==> config.mk <==
export PLATFORM = sky130hd
export DESIGN_NAME = hcmm_ram
export DESIGN_NICKNAME = d
export VERILOG_FILES = /design/src/hcmm_ram.sv
export SDC_FILE = /design/constraint.sdc
export NUM_CORES = 2
export LEC_CHECK = 0
export ABC_CLOCK_PERIOD_IN_PS = 4900
export BUFFER_PORTS_ARGS = -buffer_cell sky130_fd_sc_hd__buf_2
export CORE_AREA = 2 2 435 437
export CTS_CLUSTER_DIAMETER = 120
export DETAILED_ROUTE_END_ITERATION = 8
export DIE_AREA = 0 0 437 439
export SLEW_MARGIN = 20
export SYNTH_ARGS = -nofsm -noshare
export SYNTH_HDL_FRONTEND = slang
export SYNTH_SLANG_ARGS = --single-unit
export TNS_END_PERCENT = 10
==> constraint.sdc <==
create_clock -name clock -period 4.9 [get_ports clock]
set_input_delay 0 -clock clock [delete_from_list [all_inputs] [get_ports clock]]
set_output_delay 0 -clock clock [all_outputs]
set_load 0.05 [all_outputs]
==> src/hcmm_ram.sv <==
// Generic single-port synchronous RAM with a registered read port.
// No dependencies.

module hcmm_ram #(
   parameter int WIDTH = 8,
   parameter int DEPTH = 256,
   localparam int AW = $clog2(DEPTH)
) (
   input  logic             clock,
   input  logic             en,
   input  logic             we,
   input  logic [AW-1:0]    addr,
   input  logic [WIDTH-1:0] wdata,
   output logic [WIDTH-1:0] rdata
);

   logic [WIDTH-1:0] mem_ff [DEPTH];
   logic [WIDTH-1:0] rdata_ff;

   // Write on enable with the write flag, else capture read data; hold it between reads
   always_ff @(posedge clock) begin
      if (en) begin
         if (we) begin
            mem_ff[addr] <= wdata;
         end else begin
            rdata_ff <= mem_ff[addr];
         end
      end
   end

   assign rdata = rdata_ff;

endmodule

After elaboration in Yosys (flattened, before gate mapping)
Memories as Yosys holds them, arrays and structs flattened. A register that Yosys moved wholly into a read port is not among the register bits.
Index checks and enable logic that the tools add are counted.
{"block": "word_totals", "register_bits": 0, "latch_bits": 0, "ram_bits": 2048, "mem_bits_ro": 0, "output_inout_bits": 8, "wordCells": 6, "memories": 1}
{"name": "mem_ff", "words": 256, "width": 8, "read_ports": 1, "rd_clocked_by_memory_dff": 1, "wr": 1, "line_no": "17", "rtl": "logic [WIDTH-1:0] mem_ff [DEPTH];"}
{"block": "op_classes", "add_sub_neg": 0, "multipliers": 0, "div_mod_pow": 0, "order_cmp": 0, "n_eq_ne": 0, "n_shift": 0, "n_mux": 3, "n_bitwise": 1, "n_reduce_logical": 1}
{"cell": "$mux 1", "n": 3}
{"cell": "$reduce_and 2->1", "n": 1}
{"cell": "$not 1->1", "n": 1}

Logic depth before layout (Yosys ltp)
{"block": "logic_depth", "ltp_word": 3, "ltp_mapped": 9, "mapped_depth_nobuf": 5}

Least setup slack after synthesis
OpenSTA, ideal clock, no wires.
{"block": "synth_path", "path_kind": "input -> register", "startpoint": "input port addr[0]", "endpoint": "memory mem_ff[117][0] (enable)", "t_arrival_ns": 1.925, "t_required_ns": 4.530, "slack_ns": 2.605, "cell_stages": 8, "cell_sequence": "buf_2 buf_6 buf_2 buf_2 nor3b_1 nand2_1 clkbuf_1 nor2_1"}
{"element": "start: declaration", "line_no": "12", "rtl": "input logic [AW-1:0] addr,"}
{"element": "end: declaration", "line_no": "17"}
Straight into the memory's write port.

==> summary.md <==
| Metric | Value |
|---|---|
| Die Ht | `~440 um` |
| Pwr dens | `407 nW/um^2` |
| Met2 global-route usage | `about a third` |
| Synth unique cells | `21` |
| FP Rows | `around 160` |
| Final setup fails | `0` |
| Ys Warns | `0` |
| Synth Cell Area | `~78000 um^2` |
| Via total after detailed routing | `between 30000 and 40000` |
| Largest net degree at the start of global routing | `about 160` |
| Placed Cells incl. Taps | `between 5000 and 6000` |
| R2r endpoint | `rdata[1]` |
| DR DRC count | `0` |
| Top post-synthesis cells by count | `edfxtp_1 (2056), mux4_2 (512), nor2_1 (259)` |
| Worst hold path type | `input port to flop` |
| Setup tns final | `0 ns` |
| Hpwl dp | `110 mm` |
| Number of flops mapped to enable cells by yosys | `2056` |
| Port Buffers | `26` |
| Full die area | `approximately 190000 um^2` |
| Vias in the first global route | `37500` |
| Syn_nets | `3545` |
| Global-route wire length before repair | `275 mm` |
| Synth top area share | `78.8%` |
| Pins Over Slew Limit | `0` |
| Async S/R FF share, synth | `0%` |
| Rel. slew slack | `a little under an eighth` |
| DRT iter0 DRCs | `around 4400` |
| Post-CTS setup buffers | `0` |
| Overall routing resource usage | `roughly 20%` |
| R2R setup slack | `~1.5 ns` |
| Critical-path cell list | `buf_8 > buf_12 > mux4_2 > a22oi_1 > a21oi_1 > o41ai_1 > nand4_1 > dlygate4sd3_1` |
| RSZ-0062 raised after global routing | `false` |
| Post-route antenna net violation count | `0` |
| Final core utilization | `between 40% and 50%` |
| Fin crit period | `3.71 ns` |
| Leakage power | `between 20 and 30 nW` |
| Final WL | `roughly 190 mm` |
| Crit path kind | `input port to flop` |
| Multi-input logic area | `15700 um^2` |
| Clk Latency, worst-skew pair | `approximately 0.84 ns` |
| Most Crowded Layer GR | `met2` |
| WL/cell | `about 30 um` |
| Fillers | `between 15000 and 20000` |
| Register Area | `around 62000 um^2` |
| Cts bufs inserted | `around 200` |
| Top cells by area, synth | `edfxtp_1 (79%), mux4_2 (15%), a22oi_1 (2.5%)` |
| Leading area contributor after synthesis | `edfxtp_1` |
| Fin. Hold Viols | `0` |
| Vias per std cell | `~5.8` |
| Chip width | `437 um` |
| Outcome | `completed` |
| Top-count cell post-synth | `edfxtp_1` |
| Top FF cell, synth | `edfxtp_1` |
| Max Fclk | `around 0.27 GHz` |
| Clk buf depth | `3` |
| CP required | `~5.5 ns` |
| Clk_skew | `between 0.04 and 0.05 ns` |
| Finished Layout Cells | `~6400` |
| Critical path startpoint category | `input port` |
| Clock root cell | `clkbuf_16` |
| PostCTS Resize Cnt | `0` |
| FF+latch count, synth | `2056` |
| Layout area overhead | `13.5%` |
| Post-Syn Area per Cell | `around 22 um^2` |
| CTS sink cnt | `2056` |
| Slew @ Worst Pin | `around 1.3 ns` |
| Post-synthesis sequential area ratio | `78.8%` |
| Worst vdd ir | `roughly 0.42 mV` |
| Gate Count Post-Synth | `roughly 3500` |
| Met3 GRT Util | `under 10%` |
| Share of layout cells above drive strength 1 | `roughly a quarter` |
| Slowest Stage Delay on Critical Path | `about 0.95 ns` |
| Htree depth | `4` |
| CTS tree | `done` |
| Critical Path Sink Type | `flop` |
| GR Util met1 | `between 20% and 30%` |
| # Max-Cap Violations | `0` |
| CP Max Fanout | `between 90 and 100` |
| CP Launch Point | `addr[0]` |
| Gpl congestion | `0.798` |
| Grt ovf | `0` |
| Crit path DAT | `around 4.3 ns` |
| CTS Hold Buffers Added | `16` |
| Starting Density | `between 40% and 50%` |
| Worst r2r path cells | `6` |
| RR Startpoint | `mem_ff[230][1]` |
| Final Cycle Share | `75.6%` |
| Post-layout nets | `roughly 3700` |
| # IOs | `27` |
| Antenna violations before repair | `11` |
| Clock transition at path regs | `0.06 ns` |
| Detailed Routing Iterations Pass 1 | `6` |
| Crit-path slowest cell | `o41ai_1` |
| CP Capture Point | `rdata[1]` |
| Core area | `between 150000 and 200000 um^2` |
## metal layers
layer	wire (um)	part of all wire [%]
met1	80700	42
met2	93300	49
met3	13100	6.9
met4	4200	2.2
met5	0	0
## layout by cell type (no fill, tap or decap), types with 2 or more instances in the layout
| cell | instances |
|---|---|
| clkinv_4 | 2 |
| nor2b_1 | 4 |
| nand2_1 | 14 |
| buf_12 | 19 |
| a21oi_1 | 128 |
| buf_2 | 16 |
| nand2b_2 | 2 |
| nand2_2 | 15 |
| nand3_1 | 4 |
| nor3b_1 | 2 |
| clkbuf_16 | 207 |
| inv_16 | 4 |
| clkinv_2 | 38 |
| clkinv_16 | 4 |
| clkinvlp_4 | 2 |
| diode_2 | 2 |
| clkbuf_1 | 52 |
| a22oi_1 | 256 |
| clkinv_8 | 2 |
| nand4_1 | 8 |
| buf_8 | 10 |
| edfxtp_1 | 2056 |
| o41ai_1 | 31 |
| inv_6 | 3 |
| clkinv_1 | 52 |
| buf_4 | 146 |
| mux4_2 | 512 |
| dlygate4sd3_1 | 16 |
| bufinv_16 | 15 |
| nor2b_4 | 2 |
| nor2_1 | 258 |
## through the flow
stage | power [mW] | instance area (um^2) | hold WS (ns) | setup WS (ns)
global route | 37.2 | 89000 | 0.0623 | 0.997
detailed placement | 21.4 | 82300 | 0.292 | 0.788
floorplan | 20.6 | 78400 | 0.0989 | 2.60
finish | 36.2 | 89000 | 0.0467 | 1.19
CTS | 36.5 | 88900 | 0.00833 | 1.29
global placement | 21.3 | 82300 | 0.291 | 0.846
## layout make-up
type,count,share of cell area (%)
multi-input cells,1245,17.7
clock buffers,259,6.04
repair buffers,207,2.10
diodes,2,0.00563
flip-flops and latches,2056,69.4
well taps,2495,3.51
clock inverters,122,1.27
## state kept, by name, summed over array words and instances (netlist names)
register and flops:
mem_ff 2048, rdata 8
## power by group
group | leakage, nW | internal, mW | switching (mW)
Combinational | 5.26 | 0.549 | 1.03
Sequential | 18.5 | 19.4 | 0.00958
Clock | 3.18 | 8.58 | 6.65
Total | 26.9 | 28.5 | 7.70
## how the worst min path moves through the flow
stage	from	slack [ns]	cells after the start	end
floorplan	wdata[0]	0.1	0	mem_ff[0][0]
global placement	wdata[1]	0.29	1	mem_ff[122][1]
detailed placement	wdata[1]	0.29	1	mem_ff[122][1]
CTS	wdata[1]	0.008	2	mem_ff[122][1]
global route	wdata[1]	0.06	2	mem_ff[122][1]
finish	wdata[1]	0.05	2	mem_ff[123][1]
## cells by family (layout without fill, tap and decap cells)
kind of cell | Yosys count | count (layout) | synth area share [%]
mux | 512 | 512 | 14.7
simple gates | 317 | 317 | 1.61
buf+inv | 225 | 588 | 1.28
compound gates | 416 | 416 | 3.63
flops | 2056 | 2056 | 78.8
other cells | 0 | 2 | 0
## worst max-delay path: cells and delay by family
family,cells,cell delay [ns]
buffers and inverters,3,1.80
AO/OA/AOI/OAI,3,1.54
AND/OR/NAND/NOR,1,0.17
multiplexers,1,0.59
Note: power is estimated with default switching activity, not from simulation.
